**config.mk**
```make
export PLATFORM = sky130hd
export DESIGN_NAME = almost_montgomery_inverse_counter
export DESIGN_NICKNAME = d
export VERILOG_FILES = /design/src/design/amic_pkg.sv /design/src/design/almost_montgomery_inverse_counter.sv
export SDC_FILE = /design/constraint.sdc
export NUM_CORES = 1
export LEC_CHECK = 0
export ABC_AREA = 1
export BUFFER_PORTS_ARGS = -buffer_cell sky130_fd_sc_hd__buf_4
export CORE_ASPECT_RATIO = 1.5
export CORE_MARGIN = 3
export CORE_UTILIZATION = 56
export CTS_BUF_LIST = sky130_fd_sc_hd__clkbuf_4
export CTS_CLUSTER_SIZE = 25
export DETAILED_ROUTE_END_ITERATION = 7
export PLACE_DENSITY = 0.79
export SYNTH_ARGS = -nofsm -noshare
export SYNTH_HDL_FRONTEND = slang
export SYNTH_SLANG_ARGS = --single-unit
```
**constraint.sdc**
```tcl
create_clock -name clk -period 3.25 [get_ports clk]
set_input_delay 0.65 -clock clk [delete_from_list [all_inputs] [get_ports clk]]
set_output_delay 0.65 -clock clk [all_outputs]
set_load 0.02 [all_outputs]
```
**src/design/amic_pkg.sv**
```systemverilog
// ----------------------------------------------------------------------------
// amic_pkg
// Shared types, codes and the control store of the almost-inverse sequencer.
// ----------------------------------------------------------------------------
`default_nettype none

package amic_pkg;

  // Field widths of the item formats
  localparam int unsigned IN_FIELD_W  = 15;
  localparam int unsigned COEF_W      = 17;
  localparam int unsigned RESULT_W    = 16;
  localparam int unsigned ITER_W      = 6;
  localparam int unsigned ADD_W       = 6;
  localparam int unsigned SUB_W       = 7;
  localparam int unsigned SHIFT_W     = 7;
  localparam int unsigned STATUS_W    = 2;
  localparam int unsigned IN_DATA_W   = 32;
  localparam int unsigned OUT_DATA_W  = 48;
  localparam int unsigned OUT_FIELD_W =
    STATUS_W + RESULT_W + ITER_W + ADD_W + SUB_W + SHIFT_W;

  // Safety stop on the iteration counter
  localparam logic [ITER_W-1:0] ITER_LIMIT = 6'd63;

  // Status codes
  localparam logic [STATUS_W-1:0] STATUS_OK        = 2'd0;
  localparam logic [STATUS_W-1:0] STATUS_BELOW_ONE = 2'd1;
  localparam logic [STATUS_W-1:0] STATUS_ABOVE_MOD = 2'd2;

  // Sequencer step addresses
  localparam int unsigned STEP_W = 2;
  localparam logic [STEP_W-1:0] STEP_WAIT  = 2'd0;
  localparam logic [STEP_W-1:0] STEP_CHECK = 2'd1;
  localparam logic [STEP_W-1:0] STEP_ITER  = 2'd2;
  localparam logic [STEP_W-1:0] STEP_EMIT  = 2'd3;

  // Datapath operations
  localparam int unsigned OP_W = 2;
  localparam logic [OP_W-1:0] OP_LOAD  = 2'd0;  // wait for an item, load operands
  localparam logic [OP_W-1:0] OP_CHECK = 2'd1;  // branch on bad status
  localparam logic [OP_W-1:0] OP_ITER  = 2'd2;  // one loop iteration, branch when done
  localparam logic [OP_W-1:0] OP_EMIT  = 2'd3;  // move result to output register

  // One control word: operation, fall-through step, branch step
  typedef struct packed {
    logic [OP_W-1:0]   op;
    logic [STEP_W-1:0] next_step;
    logic [STEP_W-1:0] branch_step;
  } ctrl_word_t;

  // Control store
  function automatic ctrl_word_t ucode(input logic [STEP_W-1:0] step);
    ctrl_word_t cw;
    case (step)
      STEP_WAIT:  cw = '{op: OP_LOAD,  next_step: STEP_CHECK, branch_step: STEP_WAIT};
      STEP_CHECK: cw = '{op: OP_CHECK, next_step: STEP_ITER,  branch_step: STEP_EMIT};
      STEP_ITER:  cw = '{op: OP_ITER,  next_step: STEP_ITER,  branch_step: STEP_EMIT};
      STEP_EMIT:  cw = '{op: OP_EMIT,  next_step: STEP_WAIT,  branch_step: STEP_EMIT};
      default:    cw = '{op: OP_LOAD,  next_step: STEP_WAIT,  branch_step: STEP_WAIT};
    endcase
    return cw;
  endfunction

endpackage

`default_nettype wire

```
**src/design/almost_montgomery_inverse_counter.sv**
```systemverilog
// ----------------------------------------------------------------------------
// almost_montgomery_inverse_counter
// Phase one of the almost-Montgomery inverse with operation counters.
// ----------------------------------------------------------------------------
// Each input item carries an operand a and a modulus p. If 1 <= a <= p the
// block runs u = p, v = a, r = 0, s = 1 until u equals v (or 63 iterations
// pass) and returns r with counts of iterations, additions, subtractions and
// shifts; otherwise it returns an error status with r and all counts zero.
// A small microprogram sequences load, check, iterate and emit; the iterate
// step loops on itself and does one loop iteration per clock. After an item
// is accepted, a run that stops on u equal v passes through one check step,
// one iterate step per iteration, one iterate step for the final compare and
// one emit step; a run that stops at the 63-iteration guard has no final
// compare step, and a rejected item passes through the check and emit steps
// only. Iterations stay at about 30 or fewer for 15-bit values. The emit
// step waits while the previous result is still held. The next item is
// accepted as soon as the result sits in the output register, even while it
// waits to be taken.
`default_nettype none

module almost_montgomery_inverse_counter #(
  parameter int unsigned VALUE_WIDTH = 16
) (
  input  wire logic                             clk,
  input  wire logic                             rst,
  input  wire logic                             s_tvalid,
  output logic                                  s_tready,
  // [14:0] operand, [29:15] modulus
  input  wire logic [amic_pkg::IN_DATA_W-1:0]   s_tdata,
  output logic                                  m_tvalid,
  input  wire logic                             m_tready,
  // [1:0] status, [17:2] almost_inverse, [23:18] iterations,
  // [29:24] additions, [36:30] subtractions, [43:37] shifts
  output logic [amic_pkg::OUT_DATA_W-1:0]       m_tdata
);
  import amic_pkg::*;

  // Sequencer
  logic [STEP_W-1:0]      step;
  logic [STEP_W-1:0]      step_next;
  ctrl_word_t             cw;

  // Working registers
  logic [VALUE_WIDTH-1:0] work_u;
  logic [VALUE_WIDTH-1:0] work_v;
  logic [COEF_W-1:0]      coef_r;
  logic [COEF_W-1:0]      coef_s;
  logic [ITER_W-1:0]      iter_count;
  logic [ADD_W-1:0]       add_count;
  logic [SUB_W-1:0]       sub_count;
  logic [SHIFT_W-1:0]     shift_count;
  logic [STATUS_W-1:0]    status;

  // Input fields
  logic [IN_FIELD_W-1:0]  operand;
  logic [IN_FIELD_W-1:0]  modulus;
  logic [STATUS_W-1:0]    in_status;
  logic                   in_accept;

  // Iteration datapath
  logic [VALUE_WIDTH-1:0] diff_uv;
  logic [VALUE_WIDTH-1:0] diff_vu;
  logic [COEF_W-1:0]      coef_sum;
  logic [ITER_W-1:0]      iter_inc;
  logic                   both_odd;
  logic                   uv_equal;
  logic                   iter_done;
  logic                   out_free;

  assign operand = s_tdata[IN_FIELD_W-1:0];
  assign modulus = s_tdata[2*IN_FIELD_W-1:IN_FIELD_W];

  assign cw        = ucode(step);
  assign s_tready  = (cw.op == OP_LOAD);
  assign in_accept = s_tvalid && s_tready;
  assign out_free  = !m_tvalid || m_tready;

  // Operand range check
  always_comb begin
    if (operand == '0) begin
      in_status = STATUS_BELOW_ONE;
    end else if (operand > modulus) begin
      in_status = STATUS_ABOVE_MOD;
    end else begin
      in_status = STATUS_OK;
    end
  end

  // One loop iteration
  assign diff_uv   = work_u - work_v;
  assign diff_vu   = work_v - work_u;
  assign coef_sum  = coef_r + coef_s;
  assign iter_inc  = iter_count + ITER_W'(1);
  assign both_odd  = work_u[0] && work_v[0];
  assign uv_equal  = (work_u == work_v);
  assign iter_done = (both_odd && uv_equal) || (iter_inc == ITER_LIMIT);

  // Next step from the control word
  always_comb begin
    step_next = step;
    case (cw.op)
      OP_LOAD: begin
        if (in_accept) step_next = cw.next_step;
      end
      OP_CHECK: begin
        step_next = (status != STATUS_OK) ? cw.branch_step : cw.next_step;
      end
      OP_ITER: begin
        step_next = iter_done ? cw.branch_step : cw.next_step;
      end
      OP_EMIT: begin
        if (out_free) step_next = cw.next_step;
      end
      default: step_next = STEP_WAIT;
    endcase
  end

  always_ff @(posedge clk) begin
    if (rst) begin
      step <= STEP_WAIT;
    end else begin
      step <= step_next;
    end
  end

  // Working register updates
  always_ff @(posedge clk) begin
    if (rst) begin
      work_u      <= '0;
      work_v      <= '0;
      coef_r      <= '0;
      coef_s      <= '0;
      iter_count  <= '0;
      add_count   <= '0;
      sub_count   <= '0;
      shift_count <= '0;
      status      <= STATUS_OK;
    end else if (cw.op == OP_LOAD && in_accept) begin
      work_u      <= VALUE_WIDTH'(modulus);
      work_v      <= VALUE_WIDTH'(operand);
      coef_r      <= '0;
      coef_s      <= COEF_W'(1);
      iter_count  <= '0;
      add_count   <= '0;
      sub_count   <= '0;
      shift_count <= '0;
      status      <= in_status;
    end else if (cw.op == OP_ITER) begin
      if (!work_u[0]) begin
        work_u      <= work_u >> 1;
        coef_s      <= coef_s << 1;
        shift_count <= shift_count + SHIFT_W'(2);
        iter_count  <= iter_inc;
      end else if (!work_v[0]) begin
        work_v      <= work_v >> 1;
        coef_r      <= coef_r << 1;
        shift_count <= shift_count + SHIFT_W'(2);
        iter_count  <= iter_inc;
      end else if (uv_equal) begin
        // stop: the final compare counts as one subtract and one add
        sub_count   <= sub_count + SUB_W'(1);
        add_count   <= add_count + ADD_W'(1);
      end else if (work_u > work_v) begin
        work_u      <= diff_uv >> 1;
        coef_r      <= coef_sum;
        coef_s      <= coef_s << 1;
        sub_count   <= sub_count + SUB_W'(1);
        add_count   <= add_count + ADD_W'(1);
        shift_count <= shift_count + SHIFT_W'(2);
        iter_count  <= iter_inc;
      end else begin
        work_v      <= diff_vu >> 1;
        coef_s      <= coef_sum;
        coef_r      <= coef_r << 1;
        sub_count   <= sub_count + SUB_W'(2);
        add_count   <= add_count + ADD_W'(1);
        shift_count <= shift_count + SHIFT_W'(2);
        iter_count  <= iter_inc;
      end
    end
  end

  // Output register
  always_ff @(posedge clk) begin
    if (rst) begin
      m_tvalid <= 1'b0;
    end else if (cw.op == OP_EMIT && out_free) begin
      m_tvalid <= 1'b1;
    end else if (m_tready) begin
      m_tvalid <= 1'b0;
    end
  end

  always_ff @(posedge clk) begin
    if (cw.op == OP_EMIT && out_free) begin
      m_tdata <= {(OUT_DATA_W - OUT_FIELD_W)'(0), shift_count, sub_count, add_count,
                  iter_count, coef_r[RESULT_W-1:0], status};
    end
  end

  // Checks
  a_accept_to_check: assert property (@(posedge clk) disable iff (rst)
    in_accept |=> (step == STEP_CHECK))
    else $error("accepted item did not move to the check step");

  a_iter_status_ok: assert property (@(posedge clk) disable iff (rst)
    (step == STEP_ITER) |-> (status == STATUS_OK))
    else $error("iterating on a rejected item");

  a_emit_sets_valid: assert property (@(posedge clk) disable iff (rst)
    (cw.op == OP_EMIT && out_free) |=> (m_tvalid && step == STEP_WAIT))
    else $error("emit step did not present a result");

  a_error_zero_result: assert property (@(posedge clk) disable iff (rst)
    (m_tvalid && m_tdata[STATUS_W-1:0] != STATUS_OK) |-> (m_tdata[OUT_DATA_W-1:STATUS_W] == '0))
    else $error("rejected item carries nonzero result fields");

endmodule

`default_nettype wire

```
# Yosys cells after proc, flatten, opt, wreduce, memory -nomap -nowiden
# Index checks and enable logic that the tools add are counted.
# word_totals
regBits	141
in_bits	36
# op_classes
add_sub_neg	8
order_cmp	2
eq_ne	21
n_reduce_logical	27
n_mux	39
# ops
operator	n
17-bit 2-to-1 mux	7
16-bit 2-to-1 mux	7
15-bit 2-to-1 mux	5
7-bit 2-to-1 mux	5
16-bit subtractor	2
6-bit one-hot mux with 4 select lines	1
6-bit 2-to-1 mux	3
17-bit adder	1
16-bit == test	1
16-bit greater-than comparator	1
4-bit AND reduction	4
15-bit greater-than comparator	1
15-bit zero test	1
7-bit by 2-bit adder with 7-bit output (second input constant)	2
6-bit by 1-bit adder with 6-bit output (second input constant)	2
2-bit 2-to-1 mux	6
3-bit AND reduction	4
2-bit == test (second input constant)	4
2-bit inequality test (second input constant)	4
2-bit one-hot mux with 4 select lines	1
2-bit nonzero test	4
7-bit by 1-bit adder with 7-bit output (second input constant)	1
6-bit == test (second input constant)	1
2-bit by 1-bit inequality test with 1-bit output (second input constant)	3
11 further kinds	26

# Longest topological paths before layout
# logic_depth
word_depth	7
depth_mapped	19
depth_no_buf	17

# Worst setup path before layout
# OpenSTA, ideal clock, no wires.
# synth_timing
path_kind	in2reg
from	input m_tready
to	register m_tdata[0] (netlist name), enable pin
path_stages	2
path_buffers	0
setup_ns	0.458
path_slack_ns	0.007
arrival_time_ns	2.785
path_cell_list	inv_1 a21oi_1
# synth_between
elab_chain_len	2
# synth_lines
element	line_no	source
start, declared	almost_montgomery_inverse_counter.sv:31	input wire logic m_tready,
1-bit logical OR	almost_montgomery_inverse_counter.sv:76	assign out_free = !m_tvalid || m_tready;
1-bit logical AND	almost_montgomery_inverse_counter.sv:195	if (cw.op == OP_EMIT && out_free) begin
end signal, assigned	almost_montgomery_inverse_counter.sv:196	m_tdata <= {(OUT_DATA_W - OUT_FIELD_W)'(0), shift_count, sub_count, add_count,
end, declared	almost_montgomery_inverse_counter.sv:34	output logic [amic_pkg::OUT_DATA_W-1:0] m_tdata
# No other way between the ends.
# A chain may end at the register's enable or synchronous reset.

# Worst setup path in the final report
# layout_timing
from	register work_v[0]
to	register work_v[13]
# layout_between
elab_chain_len	7
word_cells_on_any_way	12
cone_classes	add/sub: 1; order compare: 1; eq/ne: 3; mux: 6; reduce/logical: 1
# layout_lines
element	line_no	source
start, declared	almost_montgomery_inverse_counter.sv:45	logic [VALUE_WIDTH-1:0] work_v;
start signal, assigned	almost_montgomery_inverse_counter.sv:140	work_v <= VALUE_WIDTH'(operand);
start signal, assigned	almost_montgomery_inverse_counter.sv:155	work_v <= work_v >> 1;
start signal, assigned	almost_montgomery_inverse_counter.sv:172	work_v <= diff_vu >> 1;
16-bit subtractor	almost_montgomery_inverse_counter.sv:91	assign diff_vu = work_v - work_u;
16-bit 2-to-1 mux	almost_montgomery_inverse_counter.sv:163	end else if (work_u > work_v) begin
16-bit 2-to-1 mux	almost_montgomery_inverse_counter.sv:159	end else if (uv_equal) begin
16-bit 2-to-1 mux	almost_montgomery_inverse_counter.sv:154	end else if (!work_v[0]) begin
15-bit 2-to-1 mux	almost_montgomery_inverse_counter.sv:149	if (!work_u[0]) begin
15-bit 2-to-1 mux	almost_montgomery_inverse_counter.sv:148	end else if (cw.op == OP_ITER) begin
15-bit 2-to-1 mux	almost_montgomery_inverse_counter.sv:138	end else if (cw.op == OP_LOAD && in_accept) begin
# Parallel ways exist; a longest one is shown, timed or not. The select of a mux whose other input is x is not followed.

==> flow_summary.json <==
{
  "status": "finished clean",
  "timing_worst_slew_pin_value_ns": 0.970,
  "yosysWarningCount": 0,
  "layout_commonest_cell": "nand2_1",
  "post-synth-top-area-cell": "dfxtp_1",
  "vias": 8489,
  "clock_sinks": 135,
  "count_of_placed_standard_cells_including_taps": 1543,
  "global_route_wire_length_before_repair_mm": 39.2,
  "fin_crit_sh_pct": 86.9,
  "timing.clock.skew_ns": 0.0260,
  "netlist_area_pre_place_um2": 9100,
  "finalNetCount": 1469,
  "die_width_um": 110,
  "ys_types": 52,
  "port_buffers": 78,
  "hold_violations": 0,
  "rsz0062_at_grt": "false",
  "cts_tree": "done",
  "max-vdd-ir-drop_v": 0.000683,
  "worst_setup_path_end_kind": "flip-flop",
  "tritoncts.num_buffers": 17,
  "worst_case_clock_buffer_depth": 2,
  "cts-resized-gates": 0,
  "worst_hold_slack_ns": 0.395,
  "launching_element_type_of_the_critical_path": "flip-flop",
  "antenna_violating_nets_post_route": 0,
  "post-layout-total-power_mw": 10.2,
  "report.final.slew_viol_count": 0,
  "critical_path.max_fanout": 14,
  "worst_skew_pair.late_latency_ns": 0.57,
  "fmax_mhz": 354,
  "gr-total-overflow": 0,
  "yosys.area_share.xor_xnor_pct": 3.37,
  "timing.max_cap.violations": 0,
  "yosys.area_share.adder_pct": 10.4,
  "pin_count_of_the_biggest_net_entering_global_routing": 44,
  "leakage_nw": 4.81,
  "drt_iter0_markers": 464,
  "worst_setup_hold_path_clk_slew_ns": 0.15,
  "synth_largest_type_area_fraction_pct": 20.2,
  "synth_enable_flop_cells": 43,
  "rrSetupSlack_ns": 0.43,
  "critical_path_arrival_ns": 3.33,
  "synth_seq_area_share_pct": 34.4,
  "gp_routability_congestion": 0.943,
  "path_class": "reg2reg",
  "worst-endpoint-required_ns": 3.75,
  "synth_area_in_compound_gates_pct": 13.0,
  "critical_path.reg2reg.endpoint": "work_v[13]",
  "synth_top_cells_by_area": "dfxtp_1 20%, edfxtp_1 14%, nand2_1 13%",
  "fin_setup_tns_ns": 0,
  "syn_avg_cell_area_um2": 7.05,
  "core-area_um2": 15800,
  "dieHeight_um": 162,
  "synth-simple-area-share_pct": 28.2,
  "area_growth_pct": 10.9,
  "timing.hold.worst.start": "rst",
  "num_io_pins": 86,
  "via_per_inst": 5.39,
  "grt.total_usage_pct": 28.0,
  "die_ar_um2": 17800,
  "drt-pass1-iter-count": 6,
  "share_of_cells_above_drive_strength_1_pct": 12.3,
  "number_of_buffers_inserted_by_hold_repair_at_cts": 0,
  "h-tree-depth": 4,
  "timing.max_slew.rel_slack_pct": 35.3,
  "dominant_combinational_cell_family_by_area_after_synthesis": "simple AND/OR/NAND/NOR gates",
  "ys_seq_elements": 135,
  "finalWirelength_mm": 23.8,
  "synthMuxAreaShare_pct": 0,
  "setup_viol": 0,
  "power_density_nw_per_um2": 1010,
  "number_of_placement_rows": 56,
  "min_delay_worst_endpoint": "work_v[11]",
  "start_util_pct": 57.7,
  "rr_startpoint": "work_v[0]",
  "routed_wire_length_per_instance_um": 15.1,
  "drc": 0,
  "final.min_clock_period_ns": 2.82,
  "dp_hpwl_mm": 18.2,
  "grt_antenna_before_repair": 1,
  "postSynthCellCount": 1291,
  "hold-path-cell-count": 2,
  "vias_in_the_first_global_route": 8320,
  "rr_worst_depth": 14,
  "min-delay-path-class": "in2reg",
  "clockRootBuffer": "clkbuf_4",
  "non_filler_cells_final": 1576,
  "cts_setup_buffers": 0,
  "layout.cells.most_common_list": "310 x nand2_1, 174 x nor2_1, 168 x inv_1",
  "dominantRegCellSynth": "dfxtp_1",
  "setup.worst_path.start": "work_v[0]",
  "postSynth.asyncResetShare_pct": 0
}
-- cells by family (layout without fill, tap and decap cells) --
group | Yosys count | count (layout)
simple gates | 606 | 606
buf+inv | 224 | 301
compound gates | 216 | 216
flops | 135 | 135
fa+ha+maj | 74 | 74
xor+xnor | 35 | 35
other cells | 1 | 6
-- power breakdown --
group	internal, mW	switching (mW)
clock	0.489	0.720
sequential	2.09	0.278
combinational	2.15	4.48
-- metrics by stage --
| step | setup WS (ns) | util [%] | area (um2) |
|---|---|---|---|
| detailed placement | 0.516 | 62.0 | 9770 |
| finish | 0.426 | 64.0 | 10100 |
| global route | 0.141 | 64.0 | 10100 |
| global placement | 0.535 | 62.0 | 9770 |
| floorplan | 0.00699 | - | 9110 |
| CTS | 0.462 | 64.0 | 10100 |
-- state kept, by name, indices dropped and copies added, names as in the netlist --
| name | cells |
|---|---|
| work_v | 15 |
| shift_count | 6 |
| coef_s | 16 |
| coef_r | 16 |
| m_tdata | 43 |
| status | 2 |
| add_count | 6 |
| sub_count | 7 |
| m_tvalid | 1 |
| step | 2 |
| iter_count | 6 |
| work_u | 15 |
-- worst max-delay path, stage by stage (launching register included) --
cell,delay (ns)
dfxtp_1,0.62
ha_1,0.28
fa_1,0.24
inv_1,0.06
nand2_1,0.07
nand2_2,0.08
nand2_4,0.07
nand2_4,0.06
nand2_2,0.08
nand3_1,0.32
nor2_4,0.50
nand2_1,0.13
nand2_1,0.10
nand2_1,0.05
a21oi_1,0.11
-- how the worst max path moves through the flow --
stage	endpoint	slack [ns]	cells past startpoint
global placement	work_v[13]	0.54	14
finish	work_v[13]	0.43	14
global route	work_v[7]	0.14	14
floorplan	m_tdata[0]	0.007	2
CTS	work_v[13]	0.46	14
detailed placement	work_v[13]	0.52	14
-- metal layers --
| metal | global-route usage [%] | vias up | part of all wire (%) |
|---|---|---|---|
| li1 | - | 4271 | - |
| met1 | 29.4 | 3827 | 36 |
| met2 | 50.5 | 297 | 52 |
| met3 | 3.78 | 94 | 5.3 |
| met4 | 18.7 | 0 | 6.9 |
| met5 | 0 | - | 0 |
-- final cells by class --
| type | count | area (um2) |
|---|---|---|
| fillers | 1427 | 5680 |
| multi-input cells | 936 | 5030 |
| flip-flops and latches | 135 | 3130 |
| inverters | 180 | 686 |
| repair buffers | 89 | 668 |
| well taps | 203 | 254 |
| clock inverters | 15 | 183 |
| clock buffers | 17 | 128 |
| diodes | 1 | 2.50 |
-- cell usage after synthesis (2+ instances only) --
cell type	instances
edfxtp_1	43
nor2_1	174
nand3b_1	2
o21a_1	2
ha_1	71
a211oi_1	2
nor3b_1	4
a21boi_0	3
o21bai_1	4
fa_1	3
buf_1	2
clkinv_1	2
inv_2	7
nand2_4	8
buf_6	6
buf_2	10
clkbuf_1	13
nor3_1	15
nor4_1	4
xor2_1	24
nand3_1	52
or2_2	4
nand2_2	11
nor2_2	4
a21oi_1	113
inv_4	2
a21oi_2	4
and3_1	2
dfxtp_1	92
nand4_1	8
inv_1	168
o21ai_0	62
nor2_4	4
o22ai_1	15
buf_4	13
a21o_1	3
xnor2_1	11
nand2_1	310
Power figures use the tool's default switching activity.
